[config.mk]
export PLATFORM = sky130hd
export DESIGN_NAME = tme_clear
export DESIGN_NICKNAME = d
export VERILOG_FILES = /design/src/design/tme_pkg.sv /design/src/design/tme_clear.sv
export SDC_FILE = /design/constraint.sdc
export NUM_CORES = 1
export LEC_CHECK = 0
export ABC_AREA = 1
export BUFFER_PORTS_ARGS = -buffer_cell sky130_fd_sc_hd__buf_2
export CAP_MARGIN = 20
export CORE_MARGIN = 1.5
export CORE_UTILIZATION = 35
export CTS_CLUSTER_SIZE = 28
export DETAILED_ROUTE_END_ITERATION = 8
export PLACE_DENSITY = 0.55
export REMOVE_ABC_BUFFERS = 1
export SYNTH_ARGS = -nofsm -noshare
export SYNTH_HDL_FRONTEND = slang
export SYNTH_SLANG_ARGS = --single-unit
[constraint.sdc]
create_clock -name clk_i -period 1.7 [get_ports clk_i]
set_input_delay 0.34 -clock clk_i [delete_from_list [all_inputs] [get_ports clk_i]]
set_output_delay 0.34 -clock clk_i [all_outputs]
set_load 0.1 [all_outputs]
[src/design/tme_pkg.sv]
// ----------------------------------------------------------------------------
// tme_pkg
// shared types and constants of the tape machine execute unit
// ----------------------------------------------------------------------------
package tme_pkg;

  // field widths fixed by the instruction format
  localparam int unsigned OP_W     = 3;
  localparam int unsigned AMOUNT_W = 16;
  localparam int unsigned BYTE_W   = 8;

  // default configuration
  localparam int unsigned TAPE_DEPTH_DEF = 32768;
  localparam int unsigned PC_WIDTH_DEF   = 16;

  typedef enum logic [OP_W-1:0] {
    OP_ADD    = 3'd0,
    OP_MOVE   = 3'd1,
    OP_JZ     = 3'd2,
    OP_JNZ    = 3'd3,
    OP_SET    = 3'd4,
    OP_MULADD = 3'd5,
    OP_OUTPUT = 3'd6,
    OP_INPUT  = 3'd7
  } op_e;

  // control flags from the execute logic to the pipeline
  typedef struct packed {
    logic we;    // instruction writes a tape cell
    logic emit;  // instruction produces an output byte
  } exec_flags_t;

endpackage

[src/design/tme_clear.sv]
// ----------------------------------------------------------------------------
// tme_clear
// post-reset sweep that writes zero to every tape cell
// ----------------------------------------------------------------------------
module tme_clear #(
  parameter int unsigned TAPE_DEPTH = tme_pkg::TAPE_DEPTH_DEF,
  localparam int unsigned AW = $clog2(TAPE_DEPTH)
) (
  input  logic          clk_i,
  input  logic          rst_ni,
  output logic          busy_o,
  output logic [AW-1:0] addr_o
);

  logic          busy_q, busy_d;
  logic [AW-1:0] cnt_q, cnt_d;

  always_comb begin
    busy_d = busy_q;
    cnt_d  = cnt_q;
    if (busy_q) begin
      cnt_d = cnt_q + AW'(1);
      if (cnt_q == {AW{1'b1}}) begin
        busy_d = 1'b0;
      end
    end
  end

  always_ff @(posedge clk_i or negedge rst_ni) begin
    if (!rst_ni) begin
      busy_q <= 1'b1;
      cnt_q  <= '0;
    end else begin
      busy_q <= busy_d;
      cnt_q  <= cnt_d;
    end
  end

  assign busy_o = busy_q;
  assign addr_o = cnt_q;

endmodule

* Yosys cells after proc, flatten, opt, wreduce, memory -nomap -nowiden
Cells that the tools add are included.
Widths: inputs -> output; s select.
** Word-level totals
- Latch bits :: 0
- Memories :: 0
- Bits in writable memories :: 0
- Output and inout bits :: 16
- Register bits :: 16
- Bits of input ports :: 2
- Bits in read-only memories :: 0
- Word-level logic and storage cells :: 6
** Operators by class
- Reductions and logical operators :: 0
- Equality and inequality tests :: 1
- Div/mod/pow operators :: 0
- Bitwise logic cells :: 0
- Mux-type cells :: 2
- $add $sub $neg :: 1
- Shift-type cells :: 0
- Multiply operators :: 0
- Order comparisons :: 0
** Operators by type and width (count)
- $add 15x1->15 const B :: 1
- $eq 15x15->1 const B :: 1
- $mux 1 :: 2

* Logic depth before layout (Yosys ltp)
- Depth after elaboration :: 3
- Depth in mapped cells :: 8
- Mapped depth without buffers :: 8

* Least setup slack after synthesis
No wires, ideal clock.
- Kind :: reg-to-reg
- From :: register cnt_q[0], in the netlist addr_o[0]
- To :: register cnt_q[14], in the netlist addr_o[14]
- Library setup time :: 114 ps
- Buffers on the path :: 0
- Setup slack :: -355 ps
- Data required time :: 1586 ps
- Arrival time :: 1941 ps
- Period minus slack after synthesis :: 2055 ps
- Cell stages (with the launch flop) :: 9
- Cells stage by stage :: dfrtp_1 ha_1 nand2_1 nor2_2 nand3_2 nor2_2 nand3_1 nand2_1 inv_1
** Between the ends
- Word-level cells in the longest chain between the ends :: 1
** Ends and longest elaborated chain
- start, declared :: RTL line tme_clear.sv:16 : logic [AW-1:0] cnt_q, cnt_d;
- start signal, assigned :: RTL line tme_clear.sv:35 : cnt_q <= cnt_d;
- $add 15x1->15 :: RTL line tme_clear.sv:22 : cnt_d = cnt_q + AW'(1);
Every way passes these cells.
A chain may end at the register's enable or synchronous reset.

* Worst setup path in the final report
- From :: register busy_q, in the netlist busy_o
- To :: output port busy_o
** RTL lines
- start, declared :: RTL line tme_clear.sv:15 : logic busy_q, busy_d;
- start signal, assigned :: RTL line tme_clear.sv:34 : busy_q <= busy_d;
- end, declared :: RTL line tme_clear.sv:11 : output logic busy_o,
No word-level cell between the ends.

==> results.ini <==
[critical_path]
path_cells = clkbuf_4
cpPeakStageDelay_ns = 0.60
path_buf_inv = 1
crit_required_ns = 1.36
setup.worst_path.start_class = flop
timing.rr.start = busy_o$_DFF_PN1_
crit_slowest_cell = dfstp_2
crit_path_end_kind = output pin
startpoint = busy_o$_DFF_PN1_
crit_path_max_fanout = 7
path_delay_family = flip-flops
cp.arrival_ns = 1.24
critPathKind = reg -> out

[layout]
nFillCells = 225
layout_commonest_cell = nand2_1
area_delta_synth_final_pct = 21.3
nNetsFinal = 109
regArea_sq_um = 402
finalNonFillerCells = 132
antenna_cells = 0
layout_common_cells = nand2_1, buf_2, dfrtp_1, inv_1, xor2_1
multi_input_area_sq_um = 342
stdcell_area_sq_um = 956
drive_above_1_share = 0.295

[timing]
setup-violations-final = 0
slew_headroom = 0.677
worstMarginPinSlew_ns = 0.488
hold_viol_final = 0
maxSlewViolCount = 0
fin_crit_sh = 0.927
holdWs_ns = 0.483
min_period_ns = 1.58
setup_tns_ns = 0
fmax_mhz = 635
rsz0062_at_grt = no
finClkSkew_ns = 0.00447

[placed_design]
post-dp-hpwl_microns = 1060
place_area_sq_um = 907
place_inst = 127
gp_congestion = 0.799
port_buffers = 17

[clocking]
cts_sinks = 16
cts_tree = yes
htreeDepth = 1
path_clk_slew_ns = 0.09
clockRootBuffer = clkbuf_4
cts_setup_buffers = 0
cts_buffer_depth = 2
clkLatencyLatePin_ns = 0.28
cts_buffers = 3

[power_and_ir_drop]
p_clk_frac = 0.387
p_int_uw = 513
ir_drop_mv = 0.512
swShare = 0.193
p_total_uw = 636
p_sw_uw = 123
power_frac_comb = 0.015
seqPwrFrac = 0.598
p_per_area_mw_per_mm2 = 665
cellLeakagePower_uw = 0.000569

[die]
io_pins = 18
num_rows = 16
core_sq_mm = 0.00204
die_w_microns = 50.5
die_area_sq_mm = 0.00255
initial_utilization = 0.386
die_h_microns = 50.5

[logic_synthesis]
ys_seq_area_frac = 0.510
synth_cells = 83
syn_area_sq_um = 788
synth.avg_cell_area_sq_um = 9.50
synth.distinct_cells = 17
ys_warn_count = 0
ys_ff_latch = 16

[grt]
grt_max_degree = 17
grt.overflow.total = 0
grt_pass1_vias = 551
grt_pass1_wl_microns = 2350
antenna_found_initial = 0
gr-usage-all-layers = 0.126

[route]
remaining_drc_errors = 0
drt_iter0_markers = 7
wirelength_microns = 1370
num_vias = 597
drt_pass1_iterations = 4
ant_nets = 0
wl_per_cell_microns = 10.4
via_per_inst = 4.52

[run_status]
outcome = completed

[job]
cap_violations = 0

[worst_hold_path]
hp-class = in -> async

logic make-up after synthesis:
group,synth area share
AO/OA/AOI/OAI,0.00953
multiplexers,0.0143
buffers and inverters,0.0571
AND/OR/NAND/NOR,0.260
adder cells (fa/ha/maj),0.0159
XOR/XNOR,0.133
flip-flops,0.510
layer usage:
metal / GRT usage / part of all wire / vias to the layer above
li1: - / - / 300
met1: 0.149 / 0.46 / 274
met2: 0.204 / 0.45 / 21
met3: 0.0565 / 0.075 / 2
met4: 0.0405 / 0.0088 / 0
met5: 0 / 0 / -
synthesized netlist by cell type:
cell type,number,area share
nand4_1,2,0.016
inv_1,12,0.057
xnor2_1,4,0.044
mux2_2,1,0.014
nand3_1,5,0.032
nor2_1,6,0.029
nand2_1,18,0.086
dfstp_2,1,0.033
nor2_4,2,0.029
nor3_1,1,0.0063
dfrtp_1,15,0.48
nand2_4,1,0.014
nor2_2,3,0.024
nand3_2,2,0.025
ha_1,1,0.016
xor2_1,8,0.089
a21boi_0,1,0.0095
area by class of cell:
| type | count | area share |
|---|---|---|
| inverter | 12 | 0.0471 |
| multi-input combinational | 55 | 0.357 |
| clock buffer | 4 | 0.0380 |
| tap | 27 | 0.0353 |
| timing repair buffer | 18 | 0.102 |
| sequential | 16 | 0.420 |
path summary, 6_finish.rpt:
kind / end / slack, ns / depth (start not counted)
max: busy_o / 0.12 / 1
min: addr_o[4]$_DFFE_PN0P_ / 0.48 / 2
max reg2reg: addr_o[13]$_DFFE_PN0P_ / 0.36 / 7
min reg2reg: addr_o[11]$_DFFE_PN0P_ / 0.49 / 1
max in group asynchronous: busy_o$_DFF_PN1_ / 0.91 / 2
min in group clk_i: addr_o[11]$_DFFE_PN0P_ / 0.49 / 1
sequential cells by signal, indices dropped and copies added, names as in the netlist:
name	count
busy_o	1
addr_o	15
stage by stage:
step           setup WS (ns)   util
6_report               0.124  0.468
5_1_grt               0.0624  0.468
4_1_cts               0.0144  0.467
3_5_place_dp           0.348  0.444
3_3_place_gp           0.349  0.444
2_1_floorplan         -0.355      -
power groups by stage:
stage                     Clock [uW]  Combinational (uW)  Sequential [uW]
after floorplan                    0            0.000231              388
after global placement             0                8.72              388
after detailed placement           0                8.82              388
after CTS                        258                10.5              380
after global routing             276                11.6              381
final                            246                9.63              380
timing repair:
action,CTS,global route
hold endpoints to repair,15,0
hold buffers,1,0
setup endpoints to repair,0,1
gates resized for setup,0,1
(Power assumes the default switching activity.)
