===== src/design/tme_pkg.sv =====
// ----------------------------------------------------------------------------
// tme_pkg
// shared types and constants of the tape machine execute unit
// ----------------------------------------------------------------------------
package tme_pkg;

  // field widths fixed by the instruction format
  localparam int unsigned OP_W     = 3;
  localparam int unsigned AMOUNT_W = 16;
  localparam int unsigned BYTE_W   = 8;

  // default configuration
  localparam int unsigned TAPE_DEPTH_DEF = 32768;
  localparam int unsigned PC_WIDTH_DEF   = 16;

  typedef enum logic [OP_W-1:0] {
    OP_ADD    = 3'd0,
    OP_MOVE   = 3'd1,
    OP_JZ     = 3'd2,
    OP_JNZ    = 3'd3,
    OP_SET    = 3'd4,
    OP_MULADD = 3'd5,
    OP_OUTPUT = 3'd6,
    OP_INPUT  = 3'd7
  } op_e;

  // control flags from the execute logic to the pipeline
  typedef struct packed {
    logic we;    // instruction writes a tape cell
    logic emit;  // instruction produces an output byte
  } exec_flags_t;

endpackage


===== src/design/tme_exec.sv =====
// ----------------------------------------------------------------------------
// tme_exec
// per-instruction cell update, branch decision and output byte
// ----------------------------------------------------------------------------
module tme_exec #(
  parameter int unsigned PC_WIDTH = tme_pkg::PC_WIDTH_DEF
) (
  input  tme_pkg::op_e                op_i,
  input  logic [tme_pkg::BYTE_W-1:0]  amount_lo_i,
  input  logic [tme_pkg::BYTE_W-1:0]  factor_i,
  input  logic [tme_pkg::BYTE_W-1:0]  in_byte_i,
  input  logic [PC_WIDTH-1:0]         pc_i,
  input  logic [PC_WIDTH-1:0]         jump_target_i,
  input  logic [tme_pkg::BYTE_W-1:0]  cell_cur_i,  // cell under the pointer
  input  logic [tme_pkg::BYTE_W-1:0]  cell_dst_i,  // old value of the written cell
  output tme_pkg::exec_flags_t        flags_o,
  output logic [tme_pkg::BYTE_W-1:0]  wdata_o,
  output logic [PC_WIDTH-1:0]         next_pc_o,
  output logic [tme_pkg::BYTE_W-1:0]  out_byte_o
);

  localparam int unsigned PW = 2 * tme_pkg::BYTE_W;

  logic [PW-1:0] prod;
  logic          taken;
  logic          cur_zero;

  assign prod     = {{tme_pkg::BYTE_W{1'b0}}, cell_cur_i} *
                    {{tme_pkg::BYTE_W{1'b0}}, factor_i};
  assign cur_zero = (cell_cur_i == '0);

  always_comb begin
    flags_o    = '0;
    wdata_o    = '0;
    taken      = 1'b0;
    out_byte_o = '0;
    case (op_i)
      tme_pkg::OP_ADD: begin
        flags_o.we = 1'b1;
        wdata_o    = cell_dst_i + amount_lo_i;
      end
      tme_pkg::OP_MOVE: begin
        flags_o.we = 1'b0;
      end
      tme_pkg::OP_JZ: begin
        taken = cur_zero;
      end
      tme_pkg::OP_JNZ: begin
        taken = !cur_zero;
      end
      tme_pkg::OP_SET: begin
        flags_o.we = 1'b1;
        wdata_o    = amount_lo_i;
      end
      tme_pkg::OP_MULADD: begin
        flags_o.we = 1'b1;
        wdata_o    = cell_dst_i + prod[tme_pkg::BYTE_W-1:0];
      end
      tme_pkg::OP_OUTPUT: begin
        flags_o.emit = 1'b1;
        out_byte_o   = cell_cur_i;
      end
      tme_pkg::OP_INPUT: begin
        flags_o.we = 1'b1;
        wdata_o    = in_byte_i;
      end
      default: begin
        flags_o = '0;
      end
    endcase
  end

  assign next_pc_o = (taken ? jump_target_i : pc_i) + PC_WIDTH'(1);

endmodule


===== config.mk =====
export PLATFORM = sky130hd
export DESIGN_NAME = tme_exec
export DESIGN_NICKNAME = d
export VERILOG_FILES = /design/src/design/tme_pkg.sv /design/src/design/tme_exec.sv
export SDC_FILE = /design/constraint.sdc
export NUM_CORES = 1
export LEC_CHECK = 0
export ABC_AREA = 1
export BUFFER_PORTS_ARGS = -buffer_cell sky130_fd_sc_hd__buf_2
export CELL_PAD_IN_SITES_DETAIL_PLACEMENT = 1
export CELL_PAD_IN_SITES_GLOBAL_PLACEMENT = 2
export CORE_MARGIN = 2
export CORE_UTILIZATION = 27
export DETAILED_ROUTE_END_ITERATION = 10
export GPL_TIMING_DRIVEN = 1
export PLACE_DENSITY = 0.95
export SLEW_MARGIN = 20
export SYNTH_ARGS = -nofsm -noshare
export SYNTH_HDL_FRONTEND = slang
export SYNTH_SLANG_ARGS = --single-unit

===== constraint.sdc =====
create_clock -name vclk -period 11.3
set_input_delay 0.565 -clock vclk [all_inputs]
set_output_delay 0.565 -clock vclk [all_outputs]
set_load 0.01 [all_outputs]

== After elaboration in Yosys (flattened, before gate mapping) ==
Cells that the tools add are included.
Operators by class
  add/subtract/negate cells: 3
  $mul: 1
  eq/ne operators: 6
  muxes and demuxes: 6
  reduce and logical (&&, ||, !) cells: 4
Operators by type and width (number)
  $pmux W8 S4: 1
  $add A16 B1 Y16 const B: 1
  $add A8 B8 Y8: 2
  $mux W16: 1
  $eq A3 B3 Y1 const B: 4
  $logic_not A8 Y1: 1
  $mul A8 B8 Y8: 1
  $mux W8: 1
  $eq A3 B2 Y1 const B: 2
  $reduce_or A4 Y1: 1
  $logic_not A3 Y1: 1
  $mux W1: 2
  $pmux W1 S2: 1
  $logic_not A1 Y1: 1
Storage, ports and cells
  register bits after elaboration: 0
  input bits: 75
  output and inout port bits: 34

== Longest topological paths before layout ==
Gate-level depths: netlist of the first run.
  word-level depth: 5
  gate-level depth with buffers: 19

== Least setup slack after synthesis of the first run ==
No wires, ideal clock.
  kind: input -> output
  start point: in factor_i[0] (netlist bit)
  end point: out wdata_o[7] (netlist bit)
  data arrival time: 4.092 ns
  required time: 10.735 ns
  path slack: 6.643 ns
  stages on the path: 18
  path buffers: 1
  path through: clkbuf_1 -> nand2_1 -> fa_1 -> inv_1 -> fa_1 -> inv_1 -> fa_1 -> fa_1 -> inv_1 -> ha_1 -> a21oi_1 -> nand2_1 -> xor2_1 -> xor2_1 -> inv_1 -> nand2_1 -> nand3_1 -> nand2_1
Between the ends
  word-level cells in the longest chain between the ends: 3
RTL lines
  start: declaration: line tme_exec.sv:10  | input logic [tme_pkg::BYTE_W-1:0] factor_i,
  $mul A8 B8 Y8: line tme_exec.sv:28  | assign prod = {{tme_pkg::BYTE_W{1'b0}}, cell_cur_i} *
  $add A8 B8 Y8: line tme_exec.sv:57  | wdata_o = cell_dst_i + prod[tme_pkg::BYTE_W-1:0];
  $pmux W8 S4: line tme_exec.sv:37  | case (op_i)
  end: declaration: line tme_exec.sv:17  | output logic [tme_pkg::BYTE_W-1:0] wdata_o,
No other way between the ends.

== Worst setup path in the final report of the first run ==
  start point: in factor_i[1] (netlist bit)
  end point: out wdata_o[7] (netlist bit)
Same word-level chain as after synthesis.

==> metrics.txt, run 1 <==
# TYPE chip_impl_metric gauge
chip_impl_metric{name="power-per-cell-area",unit="nW/um^2"} 62.20
chip_impl_metric{name="synthAdderAreaFrac",unit="%"} 25.71
chip_impl_metric{name="synthSimpleGateAreaFrac",unit="%"} 44.41
chip_impl_metric{name="cp.required",unit="ps"} 10740
chip_impl_info{name="synth_top_family_by_area",value="simple AND/OR/NAND/NOR gates"} 1
chip_impl_metric{name="worst_margin_slew",unit="ps"} 686.7
chip_impl_metric{name="fp.dieW",unit="microns"} 103.9
chip_impl_metric{name="drt_first_pass_iters",unit=""} 4
chip_impl_info{name="min-delay-path-class",value="primary input to primary output"} 1
chip_impl_metric{name="setup_total_negative_slack",unit="ps"} 0
chip_impl_metric{name="fillCellCount",unit=""} 1401
chip_impl_info{name="outcome",value="finished clean"} 1
chip_impl_metric{name="insertedDiodeCount",unit=""} 0
chip_impl_metric{name="grt-ovfl-total",unit=""} 0
chip_impl_metric{name="met1_length",unit="microns"} 4148
chip_impl_metric{name="groute.usage.overall",unit="%"} 17.33
chip_impl_metric{name="wl_per_cell",unit="microns"} 13.28
chip_impl_metric{name="worst_slack",unit="ps"} 6385
chip_impl_info{name="mostFrequentLayoutCells",value="sky130_fd_sc_hd__nand2_1 (164), sky130_fd_sc_hd__inv_1 (109), sky130_fd_sc_hd__buf_2 (109)"} 1
chip_impl_metric{name="synth.yosys.seq_area_share",unit="%"} 0
chip_impl_metric{name="postCtsSetupRepairBufs",unit=""} 0
chip_impl_metric{name="timing.final.crit_share",unit="%"} 43.49
chip_impl_metric{name="floorplan.initialDensity",unit="%"} 27.71
chip_impl_metric{name="worst_setup_slack_before_clock_tree_synthesis",unit="ps"} 6348
chip_impl_metric{name="irDropWorstVdd",unit="mV"} 0.03122
chip_impl_info{name="final_common_cell",value="sky130_fd_sc_hd__nand2_1"} 1
chip_impl_metric{name="antenna_left",unit=""} 0
chip_impl_metric{name="gpl_congestion",unit=""} 0.8598
chip_impl_metric{name="synth_area",unit="sq um"} 2696
chip_impl_metric{name="synth_compound_area_share",unit="%"} 4.640
chip_impl_metric{name="grt_first_pass_wirelength",unit="microns"} 15840
chip_impl_metric{name="route.met2.wl",unit="microns"} 4874
chip_impl_metric{name="routed-via-count",unit=""} 3248
chip_impl_metric{name="core-area",unit="sq um"} 9729
chip_impl_info{name="setup.worst_path.start_class",value="primary input"} 1
chip_impl_metric{name="wl_met3",unit="microns"} 399
chip_impl_metric{name="maxClockFrequency",unit="GHz"} 0.2035
chip_impl_metric{name="layout.area.seq",unit="sq um"} 0
chip_impl_metric{name="nNetsFinal",unit=""} 700
chip_impl_metric{name="synth-xor-area-share",unit="%"} 6.821
chip_impl_metric{name="io_pins",unit=""} 109
chip_impl_metric{name="antenna_found_initial",unit=""} 0
chip_impl_metric{name="power_leakage",unit="nW"} 2.134
chip_impl_metric{name="max_slew_margin",unit="%"} 54.05
chip_impl_metric{name="placement.io_buffers",unit=""} 109
chip_impl_metric{name="number_of_cells_produced_by_synthesis",unit=""} 480
chip_impl_metric{name="worst_ep_arrival_time",unit="ps"} 4350
chip_impl_metric{name="postSynthNetCount",unit=""} 599
chip_impl_metric{name="syn2layout_area_growth",unit="%"} 23.43
chip_impl_metric{name="finalSetupViolCount",unit=""} 0
chip_impl_metric{name="share_of_final_layout_standard_cells_stronger_than_drive_strength_1",unit="%"} 23.32
chip_impl_metric{name="p_total",unit="uW"} 207.0
chip_impl_metric{name="synth_unique_cells",unit=""} 30
chip_impl_metric{name="cts_repair_resize_count",unit=""} 0
chip_impl_metric{name="drt_drc_violations_left",unit=""} 0
chip_impl_metric{name="timing_hold_violations_final",unit=""} 0
chip_impl_metric{name="first_global_vias",unit=""} 3318
chip_impl_metric{name="dp.final_hpwl",unit="microns"} 8399
chip_impl_metric{name="final.min_clock_period",unit="ps"} 4915
chip_impl_metric{name="maxSlewViolCount",unit=""} 0
chip_impl_metric{name="timing.critical_path.fanout_max",unit=""} 7
chip_impl_info{name="setup.worst_path.end_class",value="primary output"} 1
chip_impl_metric{name="drt_iter0_drc",unit=""} 99
chip_impl_metric{name="final.clkbuf_count",unit=""} 0
chip_impl_metric{name="synth.avg_cell_area",unit="sq um"} 5.617
chip_impl_metric{name="holdBufCountCts",unit=""} 0
chip_impl_metric{name="yosys_warnings",unit=""} 0
chip_impl_metric{name="die_h",unit="microns"} 103.9
chip_impl_info{name="startpoint_to_endpoint_class_of_the_critical_path",value="primary input to primary output"} 1
chip_impl_info{name="maxUsedRoutingLayer",value="met4"} 1
chip_impl_metric{name="seq_cells",unit=""} 0
chip_impl_metric{name="placement_rows",unit=""} 36
chip_impl_metric{name="synth.mux.area_fraction",unit="%"} 0
chip_impl_metric{name="floorplan.die_area",unit="sq um"} 10800
chip_impl_metric{name="avgViaCountPerCell",unit=""} 4.562
chip_impl_metric{name="grt_max_degree",unit=""} 27
chip_impl_metric{name="routed_wirelength",unit="microns"} 9452
chip_impl_info{name="unrepaired_setup_endpoints_after_global_routing",value="no"} 1
chip_impl_metric{name="cap_viol_max_count",unit=""} 0
## worst paths after layout
kind	slack, ps	to	cells after the start	from
setup / recovery	6390	wdata_o[7]	19	factor_i[1]
hold / removal	1450	wdata_o[2]	4	in_byte_i[2]
## area by class of cell
type                       instances  area, sq um  area share [%]
inverter                         111        416.7           12.52
multi-input combinational        359         2200           66.09
tap                              133        166.4           5.000
timing repair buffer             109        545.5           16.39
## power breakdown
part           internal [mW]  switching (mW)  leakage [nW]
Sequential                 0               0             0
Combinational         0.0814           0.126          2.13
Clock                      0               0             0
Total                 0.0814           0.126          2.13
## logic make-up after synthesis
kind of cell / count (synthesis)
AO/OA/AOI/OAI: 18
XOR/XNOR: 21
adder cells (fa/ha/maj): 44
buffers and inverters: 121
AND/OR/NAND/NOR: 276
## cells in the mapped netlist
cell type,number,share of area [%]
sky130_fd_sc_hd__nand2_1,164,23
sky130_fd_sc_hd__inv_1,109,15
sky130_fd_sc_hd__nand3_1,38,7.1
sky130_fd_sc_hd__nor2_1,36,5.0
sky130_fd_sc_hd__ha_1,25,12
sky130_fd_sc_hd__fa_1,19,14
sky130_fd_sc_hd__xor2_1,18,5.8
sky130_fd_sc_hd__nand3b_1,9,2.5
sky130_fd_sc_hd__nor2_2,9,2.1
sky130_fd_sc_hd__a21oi_1,7,1.3
sky130_fd_sc_hd__nand2_2,7,1.6
sky130_fd_sc_hd__nand4_1,6,1.4
sky130_fd_sc_hd__buf_6,5,2.1
sky130_fd_sc_hd__buf_2,4,0.74
sky130_fd_sc_hd__or2_2,4,0.93
sky130_fd_sc_hd__xnor2_1,3,0.97
sky130_fd_sc_hd__a22oi_1,2,0.56
sky130_fd_sc_hd__inv_2,2,0.28
sky130_fd_sc_hd__o21ai_0,2,0.37
sky130_fd_sc_hd__a21o_1,1,0.28
sky130_fd_sc_hd__a221oi_1,1,0.32
sky130_fd_sc_hd__clkbuf_1,1,0.14
sky130_fd_sc_hd__nand2_4,1,0.42
sky130_fd_sc_hd__nand3_2,1,0.37
sky130_fd_sc_hd__nor3_1,1,0.19
sky130_fd_sc_hd__o2111ai_1,1,0.32
sky130_fd_sc_hd__o211ai_1,1,0.28
sky130_fd_sc_hd__o21ai_2,1,0.32
sky130_fd_sc_hd__o21ai_4,1,0.60
sky130_fd_sc_hd__o21bai_1,1,0.28
## per-layer routing
metal  global-route usage, %  vias to the layer above
li1                        -                     1635
met1                   21.45                     1543
met2                   33.79                       68
met3                   1.754                        2
met4                  0.6757                        0
met5                       0                        -
## critical path: stages
cell	delay, ps
sky130_fd_sc_hd__buf_2	160
sky130_fd_sc_hd__nand2_1	90
sky130_fd_sc_hd__fa_1	500
sky130_fd_sc_hd__inv_1	50
sky130_fd_sc_hd__fa_1	510
sky130_fd_sc_hd__inv_1	50
sky130_fd_sc_hd__fa_1	460
sky130_fd_sc_hd__fa_1	540
sky130_fd_sc_hd__inv_1	40
sky130_fd_sc_hd__ha_1	330
sky130_fd_sc_hd__a21oi_1	150
sky130_fd_sc_hd__nand2_1	80
sky130_fd_sc_hd__xor2_1	200
sky130_fd_sc_hd__xor2_1	210
sky130_fd_sc_hd__inv_1	60
sky130_fd_sc_hd__nand2_1	60
sky130_fd_sc_hd__nand3_1	60
sky130_fd_sc_hd__nand2_1	100
sky130_fd_sc_hd__buf_2	130
## through the flow
stage / instance area, sq um / cells / utilization (%) / hold slack, ps
after floorplan: 2696 / 480 / - / 1217
after CTS: 3328 / 712 / 34.21 / 1447
after global placement: 3328 / 712 / 34.21 / 1444
after detailed placement: 3328 / 712 / 34.21 / 1447
after global routing: 3328 / 712 / 34.21 / 1456
final: 3328 / 712 / 34.21 / 1448
(Power assumes the default switching activity.)
==> run 2, diff against run 1 <==
CORE_UTILIZATION = 25   (was 27)
clock period = 4.9 ns   (was 11.3 ns; I/O delays follow)
==> run 2 against run 1 <==
  * Final area is 0.11% higher
  * Critical path depth stayed put
  * Worst hold slack worse by 650 ps
  * Sequential share of layout area stayed put
  * Via count is 0.92% lower
  * First-iteration DRC count is 19% higher
  * Non-clock buffer count stayed put
  * Setup slack worse by 5700 ps
  * Total power is 130% higher
  * Die area is 7.7% higher
  * Highest routed layer unchanged
==> metrics.txt, run 2 (synthesis results as in run 1) <==
# TYPE chip_impl_metric gauge
chip_impl_metric{name="irDropWorstVdd",unit="mV"} 0.05831
chip_impl_metric{name="placement_rows",unit=""} 37
chip_impl_metric{name="grt-ovfl-total",unit=""} 0
chip_impl_metric{name="die_h",unit="microns"} 107.9
chip_impl_metric{name="grt_max_degree",unit=""} 27
chip_impl_metric{name="postCtsSetupRepairBufs",unit=""} 0
chip_impl_metric{name="worst_margin_slew",unit="ps"} 679.6
chip_impl_info{name="setup.worst_path.end_class",value="primary output"} 1
chip_impl_info{name="final_common_cell",value="sky130_fd_sc_hd__nand2_1"} 1
chip_impl_metric{name="core-area",unit="sq um"} 10420
chip_impl_metric{name="timing.critical_path.fanout_max",unit=""} 7
chip_impl_metric{name="timing_hold_violations_final",unit=""} 0
chip_impl_metric{name="routed-via-count",unit=""} 3218
chip_impl_metric{name="wl_per_cell",unit="microns"} 13.05
chip_impl_metric{name="postLayoutCoreUtil",unit="%"} 31.99
chip_impl_metric{name="swShare",unit="%"} 60.75
chip_impl_metric{name="power_report.internal_total",unit="uW"} 188.6
chip_impl_metric{name="p_seq_share",unit="%"} 0
chip_impl_metric{name="antenna_left",unit=""} 0
chip_impl_metric{name="fp.dieW",unit="microns"} 107.9
chip_impl_metric{name="final.min_clock_period",unit="ps"} 4245
chip_impl_metric{name="holdBufCountCts",unit=""} 0
chip_impl_metric{name="layout.area.seq",unit="sq um"} 0
chip_impl_metric{name="dp.final_hpwl",unit="microns"} 8364
chip_impl_metric{name="antenna_found_initial",unit=""} 0
chip_impl_metric{name="power-per-cell-area",unit="nW/um^2"} 144.2
chip_impl_metric{name="clock_power_share",unit="%"} 0
chip_impl_metric{name="cap_viol_max_count",unit=""} 0
chip_impl_info{name="outcome",value="finished clean"} 1
chip_impl_metric{name="cts_repair_resize_count",unit=""} 0
chip_impl_info{name="mostFrequentLayoutCells",value="sky130_fd_sc_hd__nand2_1 (164), sky130_fd_sc_hd__inv_1 (109), sky130_fd_sc_hd__buf_2 (109)"} 1
chip_impl_metric{name="groute.usage.overall",unit="%"} 16.28
chip_impl_metric{name="drt_iter0_drc",unit=""} 118
chip_impl_metric{name="timing.final.crit_share",unit="%"} 86.62
chip_impl_metric{name="floorplan.initialDensity",unit="%"} 25.89
chip_impl_metric{name="nNetsFinal",unit=""} 700
chip_impl_metric{name="drt_first_pass_iters",unit=""} 4
chip_impl_metric{name="io_pins",unit=""} 109
chip_impl_metric{name="maxClockFrequency",unit="GHz"} 0.2356
chip_impl_metric{name="avgViaCountPerCell",unit=""} 4.501
chip_impl_metric{name="worst_ep_arrival_time",unit="ps"} 4000
chip_impl_metric{name="power_leakage",unit="nW"} 2.134
chip_impl_info{name="unrepaired_setup_endpoints_after_global_routing",value="no"} 1
chip_impl_info{name="setup.worst_path.start_class",value="primary input"} 1
chip_impl_metric{name="gpl_congestion",unit=""} 0.8518
chip_impl_metric{name="setup_total_negative_slack",unit="ps"} 0
chip_impl_metric{name="grt_first_pass_wirelength",unit="microns"} 15680
chip_impl_metric{name="first_global_vias",unit=""} 3444
chip_impl_metric{name="insertedDiodeCount",unit=""} 0
chip_impl_metric{name="finalSetupViolCount",unit=""} 0
chip_impl_metric{name="floorplan.die_area",unit="sq um"} 11630
chip_impl_metric{name="cp.required",unit="ps"} 4660
chip_impl_metric{name="max_slew_margin",unit="%"} 54.53
chip_impl_metric{name="final.clkbuf_count",unit=""} 0
chip_impl_metric{name="share_of_final_layout_standard_cells_stronger_than_drive_strength_1",unit="%"} 23.32
chip_impl_metric{name="syn2layout_area_growth",unit="%"} 23.57
chip_impl_metric{name="routed_wirelength",unit="microns"} 9329
chip_impl_metric{name="maxSlewViolCount",unit=""} 0
chip_impl_metric{name="placement.io_buffers",unit=""} 109
chip_impl_info{name="min-delay-path-class",value="primary input to primary output"} 1
chip_impl_metric{name="total_switching_power",unit="uW"} 291.9
chip_impl_metric{name="drt_drc_violations_left",unit=""} 0
chip_impl_metric{name="seq_cells",unit=""} 0
chip_impl_metric{name="power.share.combinational",unit="%"} 100.0
chip_impl_info{name="startpoint_to_endpoint_class_of_the_critical_path",value="primary input to primary output"} 1
-- run 2: cell counts in the layout (fill, tap and decap cells not counted) --
Identical to the previous run, type by type.
-- run 2: path summary, 6_finish.rpt --
| check | startpoint | end | slack [ps] | cells past startpoint |
|---|---|---|---|---|
| worst max-delay path | factor_i[1] | wdata_o[7] | 660 | 19 |
| worst min-delay path | in_byte_i[4] | wdata_o[4] | 800 | 4 |
-- run 2: area by class of cell --
cell class	count	area [sq um]
inverters	111	416.7
repair buffers	109	545.5
multi-input cells	359	2200
fillers	1464	7084
well taps	136	170.2
-- run 2: power by group through the flow --
stage          logic, mW  registers, mW  clock network [mW]
2_1_floorplan      0.328              0                   0
3_3_place_gp       0.460              0                   0
3_5_place_dp       0.483              0                   0
4_1_cts            0.488              0                   0
5_1_grt            0.555              0                   0
6_report           0.480              0                   0
-- run 2: worst max-delay path: stages --
cell,delay (ps)
sky130_fd_sc_hd__buf_2,150
sky130_fd_sc_hd__nand2_1,90
sky130_fd_sc_hd__fa_1,500
sky130_fd_sc_hd__inv_1,50
sky130_fd_sc_hd__fa_1,490
sky130_fd_sc_hd__inv_1,50
sky130_fd_sc_hd__fa_1,470
sky130_fd_sc_hd__fa_1,540
sky130_fd_sc_hd__inv_1,40
sky130_fd_sc_hd__ha_1,340
sky130_fd_sc_hd__a21oi_1,170
sky130_fd_sc_hd__nand2_1,70
sky130_fd_sc_hd__xor2_1,170
sky130_fd_sc_hd__xor2_1,200
sky130_fd_sc_hd__inv_1,60
sky130_fd_sc_hd__nand2_1,60
sky130_fd_sc_hd__nand3_1,60
sky130_fd_sc_hd__nand2_1,100
sky130_fd_sc_hd__buf_2,130
-- run 2: metrics by stage --
| step | instance area, sq um | std cells | total power, mW | setup WS (ps) | hold WS (ps) |
|---|---|---|---|---|---|
| after CTS | 3332 | 715 | 0.4876 | 631.1 | 806.8 |
| after floorplan | 2696 | 480 | 0.3275 | 882.8 | 577.1 |
| after global placement | 3332 | 715 | 0.4603 | 726.3 | 806.4 |
| final | 3332 | 715 | 0.4804 | 655.4 | 801.0 |
| after detailed placement | 3332 | 715 | 0.4834 | 635.4 | 806.4 |
| after global routing | 3332 | 715 | 0.5546 | 397.1 | 825.6 |
-- run 2: layer usage --
metal	vias to the layer above	routed length, microns	part of all wire, %	global-route usage, %
met2	79	4722	51	31.22
li1	1635	-	-	-
met3	6	436	4.7	0.6659
met5	-	0	0	0
met4	0	97	1.0	2.198
met1	1498	4074	44	20.42
==> run 3, diff against run 2 <==
CELL_PAD_IN_SITES_DETAIL_PLACEMENT = unset   (was 1)
CELL_PAD_IN_SITES_GLOBAL_PLACEMENT = unset   (was 2)
CORE_UTILIZATION = 40   (was 25)
PLACE_DENSITY = 0.78   (was 0.95)
SKIP_LAST_GASP = 1   (was unset)
==> run 3 against run 2 <==
  * Routed wire length is 22% lower
  * Final area shrank 2.2%
  * Die area decreased by 36%
  * Fmax grew 2.3%
  * Worst hold slack lost 4.1 ps
  * Via count down 3.6%
  * Clock-buffer cell count unchanged
  * Combinational power is 6.0% lower
  * Global-route usage is 3.1 points higher
  * Setup slack gained 97 ps
  * Critical path depth did not move
  * Non-clock buffer count did not move
  * Critical endpoint unchanged
  * Highest routed layer unchanged
==> metrics.txt, run 3 (synthesis results as in run 1) <==
# TYPE chip_impl_metric gauge
chip_impl_info{name="outcome",value="finished clean"} 1
chip_impl_metric{name="drt_drc_violations_left",unit=""} 0
chip_impl_metric{name="fillCellCount",unit=""} 660
chip_impl_metric{name="nNetsFinal",unit=""} 700
chip_impl_metric{name="power_leakage",unit="nW"} 2.134
chip_impl_metric{name="insertedDiodeCount",unit=""} 0
chip_impl_metric{name="power.share.combinational",unit="%"} 100.0
chip_impl_metric{name="final.min_clock_period",unit="ps"} 4148
chip_impl_metric{name="worst_setup_slack_before_clock_tree_synthesis",unit="ps"} 714.3
chip_impl_metric{name="worst_slack",unit="ps"} 751.9
chip_impl_metric{name="irDropWorstVdd",unit="mV"} 0.05807
chip_impl_metric{name="first_global_vias",unit=""} 2900
chip_impl_metric{name="finalSetupViolCount",unit=""} 0
chip_impl_metric{name="total_switching_power",unit="uW"} 264.8
chip_impl_metric{name="share_of_final_layout_standard_cells_stronger_than_drive_strength_1",unit="%"} 23.32
chip_impl_metric{name="layout.area.seq",unit="sq um"} 0
chip_impl_metric{name="syn2layout_area_growth",unit="%"} 20.84
chip_impl_metric{name="final-instance-count-excl-fill",unit=""} 656
chip_impl_info{name="setup.worst_path.start_class",value="primary input"} 1
chip_impl_metric{name="io_pins",unit=""} 109
chip_impl_metric{name="cts_repair_resize_count",unit=""} 0
chip_impl_metric{name="setup_total_negative_slack",unit="ps"} 0
chip_impl_metric{name="drt_iter0_drc",unit=""} 118
chip_impl_info{name="mostFrequentLayoutCells",value="sky130_fd_sc_hd__nand2_1 (164), sky130_fd_sc_hd__inv_1 (109), sky130_fd_sc_hd__buf_2 (109)"} 1
chip_impl_metric{name="fp.dieW",unit="microns"} 86.10
chip_impl_metric{name="antenna_left",unit=""} 0
chip_impl_metric{name="die_h",unit="microns"} 86.10
chip_impl_metric{name="floorplan.die_area",unit="sq um"} 7413
chip_impl_metric{name="routed-via-count",unit=""} 3103
chip_impl_metric{name="power_report.internal_total",unit="uW"} 185.9
chip_impl_metric{name="max_slew_margin",unit="%"} 58.20
chip_impl_metric{name="floorplan.initialDensity",unit="%"} 41.98
chip_impl_metric{name="placement_rows",unit=""} 29
chip_impl_metric{name="drt_first_pass_iters",unit=""} 5
chip_impl_metric{name="timing.critical_path.fanout_max",unit=""} 7
chip_impl_metric{name="worst_ep_arrival_time",unit="ps"} 3900
chip_impl_info{name="setup.worst_path.end_class",value="primary output"} 1
chip_impl_metric{name="swShare",unit="%"} 58.76
chip_impl_metric{name="p_total",unit="uW"} 450.7
chip_impl_metric{name="postLayoutCellArea",unit="sq um"} 3258
chip_impl_metric{name="final.clkbuf_count",unit=""} 0
chip_impl_metric{name="cp.required",unit="ps"} 4660
chip_impl_metric{name="worst_margin_slew",unit="ps"} 624.7
chip_impl_metric{name="timing_hold_violations_final",unit=""} 0
chip_impl_metric{name="postCtsSetupRepairBufs",unit=""} 0
chip_impl_info{name="unrepaired_setup_endpoints_after_global_routing",value="no"} 1
chip_impl_metric{name="avgViaCountPerCell",unit=""} 4.730
chip_impl_metric{name="antenna_found_initial",unit=""} 0
chip_impl_metric{name="maxSlewViolCount",unit=""} 0
chip_impl_metric{name="post_dp_cell_area",unit="sq um"} 3258
chip_impl_metric{name="p_seq_share",unit="%"} 0
chip_impl_metric{name="seq_cells",unit=""} 0
chip_impl_metric{name="placement.io_buffers",unit=""} 109
chip_impl_metric{name="wl_per_cell",unit="microns"} 11.07
chip_impl_info{name="final_common_cell",value="sky130_fd_sc_hd__nand2_1"} 1
chip_impl_metric{name="groute.usage.overall",unit="%"} 19.34
chip_impl_metric{name="grt_max_degree",unit=""} 27
chip_impl_metric{name="power-per-cell-area",unit="nW/um^2"} 138.3
chip_impl_metric{name="core-area",unit="sq um"} 6422
chip_impl_info{name="startpoint_to_endpoint_class_of_the_critical_path",value="primary input to primary output"} 1
chip_impl_metric{name="gpl_congestion",unit=""} 0.8875
chip_impl_metric{name="holdBufCountCts",unit=""} 0
chip_impl_metric{name="routed_wirelength",unit="microns"} 7263
chip_impl_metric{name="clock_power_share",unit="%"} 0
chip_impl_metric{name="timing.final.crit_share",unit="%"} 84.65
chip_impl_metric{name="cap_viol_max_count",unit=""} 0
chip_impl_metric{name="grt_first_pass_wirelength",unit="microns"} 12220
chip_impl_metric{name="maxClockFrequency",unit="GHz"} 0.2411
chip_impl_metric{name="grt-ovfl-total",unit=""} 0
chip_impl_metric{name="dpl.cell_count",unit=""} 656
chip_impl_info{name="min-delay-path-class",value="primary input to primary output"} 1
chip_impl_metric{name="dp.final_hpwl",unit="microns"} 6454
==> run 3: cell counts in the layout (fill, tap and decap cells not counted) <==
Identical to the previous run, type by type.
==> run 3: power by group through the flow <==
| stage | Sequential (mW) | Clock (mW) | Combinational [mW] |
|---|---|---|---|
| floorplan | 0 | 0 | 0.328 |
| global placement | 0 | 0 | 0.440 |
| detailed placement | 0 | 0 | 0.452 |
| CTS | 0 | 0 | 0.455 |
| global route | 0 | 0 | 0.527 |
| finish | 0 | 0 | 0.451 |
==> run 3: worst paths after layout <==
check	startpoint	slack [ps]	endpoint	depth (start not counted)
min	in_byte_i[0]	800	wdata_o[0]	4
max	factor_i[1]	750	wdata_o[7]	19
==> run 3: through the flow <==
| step | utilization [%] | hold slack (ps) |
|---|---|---|
| global route | 50.73 | 813.5 |
| finish | 50.73 | 796.9 |
| CTS | 50.73 | 796.2 |
| global placement | 50.73 | 798.1 |
| floorplan | - | 577.1 |
| detailed placement | 50.73 | 794.5 |
==> run 3: metal layers <==
metal / track usage (%) / vias up / routed length [microns]
met5: 0 / - / 0
met4: 2.020 / 0 / 64
met3: 1.444 / 10 / 393
met2: 37.07 / 86 / 3668
met1: 24.13 / 1373 / 3137
li1: - / 1634 / -
==> run 3: area by class of cell <==
class / count / area [sq um] / share of cell area [%]
Inverter: 111 / 416.7 / 12.79
Tap cell: 77 / 96.34 / 2.957
Multi-Input combinational cell: 359 / 2200 / 67.51
Timing Repair Buffer: 109 / 545.5 / 16.74
==> run 3: worst max-delay path, cell delays in order <==
cell,delay (ps)
sky130_fd_sc_hd__buf_2,150
sky130_fd_sc_hd__nand2_1,90
sky130_fd_sc_hd__fa_1,500
sky130_fd_sc_hd__inv_1,50
sky130_fd_sc_hd__fa_1,490
sky130_fd_sc_hd__inv_1,40
sky130_fd_sc_hd__fa_1,460
sky130_fd_sc_hd__fa_1,540
sky130_fd_sc_hd__inv_1,40
sky130_fd_sc_hd__ha_1,320
sky130_fd_sc_hd__a21oi_1,150
sky130_fd_sc_hd__nand2_1,70
sky130_fd_sc_hd__xor2_1,180
sky130_fd_sc_hd__xor2_1,190
sky130_fd_sc_hd__inv_1,50
sky130_fd_sc_hd__nand2_1,60
sky130_fd_sc_hd__nand3_1,60
sky130_fd_sc_hd__nand2_1,80
sky130_fd_sc_hd__buf_2,120
